### src/rtl/core/smqa_pkg.sv
// smqa_pkg: shared types and constants of the memory quota admission engine.
// No dependencies.
package smqa_pkg;

	localparam int unsigned BW = 48;
	localparam logic [BW-1:0] M48 = {BW{1'b1}};
	localparam logic [BW-1:0] MIN_CLIENT_BYTES = 48'd131072;
	localparam logic [6:0] PCT_FULL = 7'd100;

	localparam logic [3:0] KIND_RESERVE   = 4'd0;
	localparam logic [3:0] KIND_RELEASE   = 4'd1;
	localparam logic [3:0] KIND_COMMIT    = 4'd2;
	localparam logic [3:0] KIND_CHARGE    = 4'd3;
	localparam logic [3:0] KIND_UNCHARGE  = 4'd4;
	localparam logic [3:0] KIND_FS_RSV    = 4'd5;
	localparam logic [3:0] KIND_FS_USE    = 4'd6;
	localparam logic [3:0] KIND_FS_RST    = 4'd7;
	localparam logic [3:0] KIND_FS_REL    = 4'd8;
	localparam logic [3:0] KIND_CL_ACQ    = 4'd9;
	localparam logic [3:0] KIND_CL_REL    = 4'd10;
	localparam logic [3:0] KIND_QUERY     = 4'd11;
	localparam logic [3:0] KIND_REFRESH   = 4'd12;

	localparam logic [1:0] ST_OK     = 2'd0;
	localparam logic [1:0] ST_DENIED = 2'd1;
	localparam logic [1:0] ST_FAULT  = 2'd2;

	localparam logic [2:0] REG_MAX_BYTES = 3'd0;
	localparam logic [2:0] REG_WORKERS   = 3'd1;
	localparam logic [2:0] REG_CL_VALUE  = 3'd2;
	localparam logic [2:0] REG_CL_PCT    = 3'd3;

	typedef struct packed {
		logic [3:0]    kind;
		logic [6:0]    shard;
		logic [BW-1:0] amount;
		logic [BW-1:0] retained_amount;
	} item_t;

	// classified event: item plus resolved shard
	typedef struct packed {
		item_t      item;
		logic [6:0] shard_eff;
	} cls_t;

	typedef struct packed {
		logic [BW-1:0] max_bytes;
		logic [6:0]    workers;
		logic [BW-1:0] cl_value;
		logic          cl_pct;
	} cfg_t;

endpackage

### src/rtl/core/smqa_if.sv
// smqa_if: handshake channel interfaces for events, results and config writes.
// Depends on smqa_pkg.
interface smqa_item_if;
	import smqa_pkg::*;
	logic          valid;
	logic          ready;
	logic [3:0]    kind;
	logic [6:0]    shard;
	logic [BW-1:0] amount;
	logic [BW-1:0] retained_amount;
	modport source(output valid, kind, shard, amount, retained_amount, input ready);
	modport sink(input valid, kind, shard, amount, retained_amount, output ready);
endinterface


### src/rtl/core/smqa_front.sv
// smqa_front: accepts events, resolves the shard, queues up to two classified entries.
// Depends on smqa_pkg, smqa_if.
module smqa_front (
	input  logic                clk,
	input  logic                arst_n,
	smqa_item_if.sink           item,
	input  logic [6:0]          workers,
	output logic                q_valid,
	output smqa_pkg::cls_t      q_data,
	input  logic                q_pop
);
	import smqa_pkg::*;

	cls_t       ent_q [2];
	logic       wp_q, rp_q;
	logic [1:0] cnt_q;
	logic       push;
	cls_t       cls;

	always_comb begin
		cls.item.kind            = item.kind;
		cls.item.shard           = item.shard;
		cls.item.amount          = item.amount;
		cls.item.retained_amount = item.retained_amount;
		cls.shard_eff = (item.shard >= 7'd1 && item.shard <= workers) ? item.shard : 7'd0;
	end

	assign item.ready = cnt_q != 2'd2;
	assign push = item.valid && item.ready;
	assign q_valid = cnt_q != 2'd0;
	assign q_data = ent_q[rp_q];

	always_ff @(posedge clk or negedge arst_n) begin
		if (!arst_n) begin
			wp_q  <= 1'b0;
			rp_q  <= 1'b0;
			cnt_q <= '0;
		end else begin
			if (push) wp_q <= ~wp_q;
			if (q_pop) rp_q <= ~rp_q;
			cnt_q <= cnt_q + {1'b0, push} - {1'b0, q_pop};
		end
	end

	always_ff @(posedge clk) begin
		if (push) ent_q[wp_q] <= cls;
	end
endmodule

### src/flat_wrapper.sv
// flat-port wrapper written by rule: the top's interface ports become plain ports
module smqa_front_flat import smqa_pkg::*;
  (clk, arst_n, workers, q_valid, q_data, q_pop, item_valid, item_kind, item_shard, item_amount, item_retained_amount, item_ready);
  smqa_item_if item_i ();
  input  logic clk;
  input  logic arst_n;
  input  logic [6:0] workers;
  output logic q_valid;
  output smqa_pkg::cls_t q_data;
  input  logic q_pop;
  input wire logic [$bits(item_i.valid)-1:0] item_valid;
  input wire logic [$bits(item_i.kind)-1:0] item_kind;
  input wire logic [$bits(item_i.shard)-1:0] item_shard;
  input wire logic [$bits(item_i.amount)-1:0] item_amount;
  input wire logic [$bits(item_i.retained_amount)-1:0] item_retained_amount;
  output wire logic [$bits(item_i.ready)-1:0] item_ready;
  assign item_i.valid = item_valid;
  assign item_i.kind = item_kind;
  assign item_i.shard = item_shard;
  assign item_i.amount = item_amount;
  assign item_i.retained_amount = item_retained_amount;
  assign item_ready = item_i.ready;
  smqa_front u_core (.clk(clk), .arst_n(arst_n), .item(item_i), .workers(workers), .q_valid(q_valid), .q_data(q_data), .q_pop(q_pop));
endmodule
### config.mk
export PLATFORM = sky130hd
export DESIGN_NAME = smqa_front_flat
export DESIGN_NICKNAME = d
export VERILOG_FILES = /design/src/rtl/core/smqa_pkg.sv /design/src/rtl/core/smqa_if.sv /design/src/rtl/core/smqa_front.sv /design/src/flat_wrapper.sv
export SDC_FILE = /design/constraint.sdc
export NUM_CORES = 1
export LEC_CHECK = 0
export ABC_AREA = 1
export BUFFER_PORTS_ARGS = -buffer_cell sky130_fd_sc_hd__buf_2
export CORE_MARGIN = 3
export CORE_UTILIZATION = 50
export CTS_BUF_LIST = sky130_fd_sc_hd__clkbuf_2
export DETAILED_ROUTE_END_ITERATION = 12
export GPL_ROUTABILITY_DRIVEN = 1
export PLACE_DENSITY = 0.81
export SETUP_SLACK_MARGIN = 0.02
export SLEW_MARGIN = 20
export SYNTH_ARGS = -nofsm -noshare
export SYNTH_HDL_FRONTEND = slang
export SYNTH_SLANG_ARGS = --single-unit
### constraint.sdc
create_clock -name clk -period 7 [get_ports clk]
set_input_delay 0.35 -clock clk [delete_from_list [all_inputs] [get_ports clk]]
set_output_delay 0.35 -clock clk [all_outputs]
set_load 0.005 [all_outputs]
==> run metrics, run 1 <==
share of cells above drive strength 1=0.515; final wirelength=18.6 mm; area taken by multi-input logic gates=0.00176 mm^2; Crit. Startpoint=u_core.rp_q; CP endpoint kind=output pin; RSZ-0062 raised after global routing=no; Crit-path slowest cell=dfrtp_4; row cnt=48; Post-Syn Instances=425; Core Area=around 0.017 mm^2; CP peak stage delay=0.97 ns; slew of the pin with the lowest slew margin=1.03 ns; 1st-iter DRT viols=200; reg2reg path depth=5; clk slew on worst S/H paths=0.12 ns; Min Clock Period, post-route=around 3.6 ns; kind of critical path=reg -> out; Mapped Nets=between 500 and 600; starting density of the core=0.512; number of global-route vias before repair=5,840; # nets final=942; final max-slew violation count=0; first-pass GRT wire length=29.2 mm; power density over cell area=344 mW/mm^2; clock buffer depth=3; Worst Skew=around 0.043 ns; die area=0.0194 mm^2; Final Hold Viols=0; Max-Cap Viols=0; Root Driver=clkbuf_2; Yosys Warn Count=0; post-detail-place hpwl=11.3 mm; FILL cells=1,154; First-pass DRT Iterations=4; average cell area after synthesis=20.9 um^2; worst flop-to-flop path endpoint=u_core.ent_q[1][14]; placed cell areas=0.0103 mm^2; Area contributors post-synth=edfxtp_1, mux2_4, mux2_2; Setup TNS=0 ns; Top delay family on crit path=buffers and inverters; # DRC=0; crit path DAT=3.28 ns; worst reg2reg startpoint=u_core.cnt_q[1]; Min-Delay Path Class=in -> reg; Finish-stage setup viols=0; Post-DRT Antenna Nets=0; gpl congestion=0.796; critical path, cell by cell=buf_4 -> mux2_2 -> buf_2; GR Overflow Total=0; GRT Total Usage=0.189; Critical Path Fanout Max=a little over 60; largest area contributor in the netlist=edfxtp_1; CTS tree=built; Max VDD drop=0.285 mV; Critical Path Stages=3; #FFs+latches synth=232; Vias/cell=4.88; Slew headroom=0.314; CTS Buf Count=53; pin count of the biggest net entering global routing=62; H-tree depth=2; most frequent cells in the layout=buf_2, edfxtp_1, dlygate4sd3_1, clkbuf_2, mux2_2; most common cell after layout, fill and taps aside=buf_2; worst reg2reg setup slack=4.29 ns; Synth top area share=0.771; status=completed; crit path to=q_data[110]; CP required=6.65 ns; # clock sinks=between 200 and 250; per-cell routed wire length=~17 um; worst-skew pair later-pin latency=0.73 ns; I/O pins=234; register area share after synthesis=0.782; area of the mapped netlist=0.00888 mm^2; max frequency=276 MHz; post-synth cell types=17; vias=5,219; DIE HEIGHT=139 um; Final Cell Area=0.0118 mm^2; CP Launch Type=register; PortBufs=roughly 230; Final Util=0.679; storage element area=0.00695 mm^2; WP buf/inv=2; LEAKAGE=just under 5 nW; Area growth syn-to-layout=32.8%; period utilization=0.518; Die Span X=roughly 140 um; initial antenna violation count=1
[power by group]
part	internal, mW	switching [mW]
Clock	0.288	0.455
Sequential	1.90	0.147
Combinational	0.687	0.580
[synth_stat cells (all sizes together)]
master  number
a21oi        2
edfxtp     228
ha           9
nand3        1
nand2       13
nor3         1
buf         13
dfrtp        4
nand4        2
xor2         1
inv         21
mux2       114
or2          1
nor2        13
xnor2        2
[metrics by stage]
| stage | total power [mW] | std cells | setup WS, ns | hold slack, ns |
|---|---|---|---|---|
| global route | 4.28 | 1070 | 3.16 | 0.0457 |
| detailed placement | 3.29 | 875 | 4.17 | 0.166 |
| CTS | 4.09 | 1069 | 3.31 | 0.00362 |
| finish | 4.06 | 1070 | 3.37 | 0.140 |
| floorplan | 2.86 | 425 | 1.08 | 0.0544 |
| global placement | 3.25 | 875 | 4.23 | 0.162 |
[worst reg2reg max path: stages, from the launching register on]
cell and delay [ns]:
dfrtp_1 0.42, nand2_1 0.10, nand2_1 0.15, nor2_4 0.26, buf_4 0.60, buf_4 0.76
[routing by layer]
layer	up-vias	global-route usage	part of all wire
met5	-	0	0
met4	0	0.0731	0.025
met3	42	0.0509	0.061
met2	204	0.349	0.55
met1	2531	0.208	0.37
li1	2442	-	-
[state kept, by name, summed over array words and instances, names as in the netlist]
signal and cells:
u_core.rp_q 1, u_core.ent_q 228, u_core.cnt_q 2, u_core.wp_q 1
[area by class of cell]
type | count | share of cell area
Antenna cell | 1 | 0.000212
Clock buffer | 78 | 0.0331
Clock inverter | 6 | 0.00191
Inverter | 21 | 0.00668
Multi-Input combinational cell | 159 | 0.149
Sequential cell | 232 | 0.589
Tap cell | 225 | 0.0239
Timing Repair Buffer | 348 | 0.195
[how the worst min path moves through the flow]
stage | cells past startpoint | startpoint | endpoint | slack, ns
4_1_cts | 5 | item_valid | u_core.wp_q | 0.004
5_1_grt | 4 | item_valid | u_core.cnt_q[0] | 0.05
2_1_floorplan | 0 | arst_n | u_core.cnt_q[0] | 0.05
3_5_place_dp | 1 | arst_n | u_core.wp_q | 0.17
3_3_place_gp | 1 | arst_n | u_core.cnt_q[0] | 0.16
6_report | 5 | item_valid | u_core.wp_q | 0.14
[timing repair]
item                                   CTS  global route
gates resized for setup                  0             0
hold buffers                           110             0
endpoints found under the hold margin  233             0
setup buffers                            0             0
[logic make-up after synthesis]
family	count (synthesis)	share of synthesized area
compound gates	2	0.00113
xor+xnor	3	0.00296
fa+ha+maj	9	0.0127
buf+inv	34	0.0211
flops	232	0.782
mux	114	0.166
simple gates	31	0.0142
(Power assumes the default switching activity.)
==> inputs of run 2 (changes only) <==
--- a/config.mk
+++ b/config.mk
@@ -8,11 +8,11 @@
 export ABC_AREA = 1
 export BUFFER_PORTS_ARGS = -buffer_cell sky130_fd_sc_hd__buf_2
 export CORE_MARGIN = 3
-export CORE_UTILIZATION = 50
+export CORE_UTILIZATION = 49
 export CTS_BUF_LIST = sky130_fd_sc_hd__clkbuf_2
 export DETAILED_ROUTE_END_ITERATION = 12
 export GPL_ROUTABILITY_DRIVEN = 1
-export PLACE_DENSITY = 0.81
+export PLACE_DENSITY = 0.83
 export SETUP_SLACK_MARGIN = 0.02
 export SLEW_MARGIN = 20
 export SYNTH_ARGS = -nofsm -noshare
==> constraint.sdc (replaced) <==
create_clock -name clk -period 3.1 [get_ports clk]
set_input_delay 0.155 -clock clk [delete_from_list [all_inputs] [get_ports clk]]
set_output_delay 0.155 -clock clk [all_outputs]
set_load 0.005 [all_outputs]
==> run metrics, run 2 (same netlist as run 1, synthesis figures left out) <==
clock buffer depth=3; # nets final=950; PortBufs=233; Vias/cell=4.85; LEAKAGE=between 4 and 5 nW; row cnt=48; die area=0.0198 mm^2; vias=5,293; CP endpoint kind=output pin; # clock sinks=232; Post-DRT Antenna Nets=0; CP peak stage delay=approximately 0.60 ns; total power=9.33 mW; max frequency=between 300 and 400 MHz; CP Launch Type=register; slew of the pin with the lowest slew margin=0.751 ns; DIE HEIGHT=roughly 140 um; Core Area=0.0175 mm^2; final wirelength=19.1 mm; clk slew on worst S/H paths=0.11 ns; final worst slack=0.573 ns; CTS Buf Count=55; Top reg by flops=u_core.ent_q; 1st-iter DRT viols=194; final hold slack=0.114 ns; Max-Cap Viols=0; # DRC=0; Top delay family on crit path=buffers and inverters; Die Span X=approximately 140 um; H-tree depth=2; Area growth syn-to-layout=34.4%; number of global-route vias before repair=a little over 6,000; kind of critical path=reg -> out; Max VDD drop=0.835 mV; First-pass DRT Iterations=4; FILL cells=1,165; Min Clock Period, post-route=2.53 ns; GR Overflow Total=0; power density over cell area=781 mW/mm^2; pin count of the biggest net entering global routing=74; CP required=2.94 ns; most frequent cells in the layout=buf_2, edfxtp_1, dlygate4sd3_1, clkbuf_2, mux2_2; worst slack, placed=1.31 ns; ANT cells=0; first-pass GRT wire length=30.2 mm; WP buf/inv=2; post-detail-place hpwl=11.7 mm; period utilization=0.815; crit path DAT=2.37 ns; share of cells above drive strength 1=0.507; Final Hold Viols=0; Top Registers=u_core.ent_q x228, u_core.cnt_q x2; CTS tree=built; starting density of the core=0.506; Crit-path slowest cell=buf_4; per-cell routed wire length=17.5 um; number of post-CTS setup repair buffers=0; GRT Total Usage=0.192; I/O pins=234; Slew headroom=0.499; gpl congestion=0.825; worst-skew pair later-pin latency=0.76 ns; max FFs per register=228; most common cell after layout, fill and taps aside=buf_2; critical path, cell by cell=buf_4 -> mux2_2 -> buf_2; status=completed; Min-Delay Path Class=in -> reg; initial antenna violation count=0; final max-slew violation count=0; Root Driver=clkbuf_2; Critical Path Fanout Max=53; Worst Skew=0.0273 ns; RSZ-0062 raised after global routing=no; Finish-stage setup viols=0
run 2: cell types whose count changed in the layout (fill, tap and decap cells not counted):
cell           delta
inv_2             -1
buf_12            +2
clkinv_1         +14
diode_2           -1
clkinv_2          +3
dlygate4sd3_1     +4
run 2: cell type report:
| type | count | area (um^2) | share of cell area |
|---|---|---|---|
| Sequential cell | 232 | 6950 | 0.582 |
| Timing Repair Buffer | 354 | 2380 | 0.200 |
| Multi-Input combinational cell | 159 | 1760 | 0.148 |
| Clock buffer | 78 | 390 | 0.0327 |
| Tap cell | 225 | 282 | 0.0236 |
| Clock inverter | 22 | 86.3 | 0.00723 |
| Inverter | 21 | 78.8 | 0.00661 |
run 2: path summary, 6_finish.rpt:
path                       slack (ns)  cells past startpoint                startpoint                  end
hold reg to reg                  0.60                      2               u_core.wp_q          u_core.wp_q
hold / removal                   0.11                      2  item_retained_amount[41]  u_core.ent_q[0][48]
setup reg to reg                 1.30                      4           u_core.cnt_q[1]  u_core.ent_q[0][45]
min in group asynchronous        0.32                      3                    arst_n          u_core.rp_q
max in group asynchronous        2.58                      3                    arst_n          u_core.rp_q
setup / recovery                 0.57                      3               u_core.rp_q           q_data[12]
run 2: routing by layer:
metal  vias to the layer above  global-route usage  routed length [um]
li1                       2468                   -                   -
met1                      2579               0.204                6910
met2                       205               0.357               10500
met3                        41              0.0560                1230
met4                         0              0.0796                 468
met5                         -                   0                   0
run 2: power breakdown:
group / total, mW / switching (mW) / leakage (nW) / internal (mW)
combinational: 3.05 / 1.47 / 2.36 / 1.58
sequential: 4.47 / 0.188 / 2.17 / 4.28
clock: 1.81 / 1.13 / 0.365 / 0.680
total: 9.33 / 2.79 / 4.89 / 6.54
run 2: through the flow:
step	utilization	setup TNS [ns]	instances	instance area, um^2
floorplan	-	-204.79	425	8890
global placement	0.588	0	877	10300
detailed placement	0.588	0	877	10300
CTS	0.679	0	1088	11900
global route	0.681	0	1091	11900
finish	0.681	0	1091	11900
run 2: what timing repair did:
action / 4_1_cts / 5_1_grt
endpoints found under the hold margin: 236 / 4
setup endpoints to repair: 0 / 0
gates resized for setup: 0 / 0
hold buffers: 111 / 3
==> inputs of run 3 (changes only) <==
==> constraint.sdc (replaced) <==
create_clock -name clk -period 2.1 [get_ports clk]
set_input_delay 0.105 -clock clk [delete_from_list [all_inputs] [get_ports clk]]
set_output_delay 0.105 -clock clk [all_outputs]
set_load 0.005 [all_outputs]
==> run metrics, run 3 (same netlist as run 1, synthesis figures left out) <==
Min-Delay Path Class=in -> reg; Final Hold Viols=0; PortBufs=233; final wirelength=23.3 mm; period utilization=1.06; worst slack, placed=0.567 ns; Max-Cap Viols=0; worst-skew pair later-pin latency=0.79 ns; post-detail-place hpwl=11.1 mm; Vias/cell=around 4.9; pin count of the biggest net entering global routing=between 70 and 80; # clock sinks=between 200 and 250; per-cell routed wire length=20.1 um; number of global-route vias before repair=6,322; Critical Path Fanout Max=8; clock buffer depth=3; DIE HEIGHT=141 um; gpl congestion=between 0.7 and 0.8; RSZ-0062 raised after global routing=yes; max FFs per register=about 230; Core Area=0.0175 mm^2; Top delay family on crit path=flip-flops; worst reg2reg startpoint=u_core.cnt_q[1]; slew of the pin with the lowest slew margin=between 0.4 and 0.5 ns; clk slew on worst S/H paths=0.11 ns; Worst Skew=0.0924 ns; vias=5,714; CTS tree=built; most frequent cells in the layout=edfxtp_1, buf_2, dlygate4sd3_1, clkbuf_2, mux2_2; initial antenna violation count=0; CP endpoint kind=output pin; LEAKAGE=5.44 nW; total power=~16 mW; Hold Path End=u_core.ent_q[1][53]; ANT cells=0; 1st-iter DRT viols=255; Setup TNS=-10.69 ns; Crit-path slowest cell=dfrtp_4; Top reg by flops=u_core.ent_q; Max VDD drop=between 0.7 and 0.8 mV; status=finished, violations left; Slew headroom=0.705; area taken by multi-input logic gates=0.00178 mm^2; Final Util=0.755; startpoint of the worst hold path=item_retained_amount[46]; Die Span X=about 140 um; # nets final=1,019; worst reg2reg setup slack=0.44 ns; WP buf/inv=3; final max-slew violation count=0; final worst slack=-0.122 ns; starting density of the core=0.506; CTS Buf Count=54; critical path, cell by cell=buf_12 -> buf_16 -> mux2_4 -> buf_6; FILL cells=a little under 1,000; CP required=2.00 ns; First-pass DRT Iterations=4; Finish-stage setup viols=114; failing checks=setup timing; CP peak stage delay=~0.56 ns; Post-DRT Antenna Nets=0; crit path DAT=2.12 ns; die area=0.0198 mm^2; Root Driver=clkbuf_2; CP Launch Type=register; # DRC=0; row cnt=48; most common cell after layout, fill and taps aside=edfxtp_1; GRT Total Usage=0.220; final hold slack=0.0805 ns; share of cells above drive strength 1=0.491; Top Registers=u_core.ent_q x228, u_core.cnt_q x2; max frequency=450 MHz; Min Clock Period, post-route=2.22 ns; reg2reg path depth=4; worst flop-to-flop path endpoint=u_core.ent_q[1][4]; Area growth syn-to-layout=49.1%; GR Overflow Total=0; I/O pins=234; storage element area=0.00695 mm^2; worst hold path depth=2; kind of critical path=reg -> out; H-tree depth=2; power density over cell area=approximately 1200 mW/mm^2; first-pass GRT wire length=33.9 mm
-- run 3: worst max path at each step --
stage / start / end / slack, ns / depth (start not counted)
after floorplan: u_core.cnt_q[1] / u_core.ent_q[1][0] / -0.58 / 3
after global placement: u_core.cnt_q[1] / u_core.ent_q[1][70] / 0.65 / 4
after detailed placement: item_shard[6] / u_core.ent_q[0][5] / 0.57 / 9
after CTS: u_core.rp_q / q_data[4] / -0.20 / 4
after global routing: u_core.rp_q / q_data[36] / -0.23 / 4
final: u_core.rp_q / q_data[40] / -0.12 / 4
-- run 3: report_power, final --
group	leakage [nW]	internal, mW	switching, mW
clock	0.371	1.04	1.75
combinational	2.90	3.68	2.70
sequential	2.17	6.32	0.325
-- run 3: what timing repair did --
item / in CTS / in global routing
gates resized for setup: 33 / 36
pin swaps: 0 / 0
endpoints found under the setup margin: 114 / 114
gates cloned: 8 / 5
buffers inserted: 5 / 1
hold buffers: 164 / 3
hold endpoints to repair: 428 / 6
-- run 3: metrics by stage --
| stage | cell area, um^2 | std cells |
|---|---|---|
| after floorplan | 8910 | 425 |
| after global placement | 10400 | 876 |
| after detailed placement | 10400 | 876 |
| after CTS | 12900 | 1153 |
| after global routing | 13200 | 1161 |
| final | 13200 | 1161 |
-- run 3: layout make-up --
cell class              instances  area share
repair buffers                424       0.277
inverters                      21     0.00595
clock inverters                18     0.00520
multi-input cells             159       0.135
flip-flops and latches        232       0.525
clock buffers                  82      0.0310
well taps                     225      0.0213
-- run 3: metal layers --
metal / GRT usage / wire [um] / vias to the layer above
met5: 0 / 0 / -
met4: 0.0755 / 618 / 0
met3: 0.0583 / 1370 / 45
met2: 0.412 / 13100 / 246
met1: 0.242 / 8250 / 2816
li1: - / - / 2607
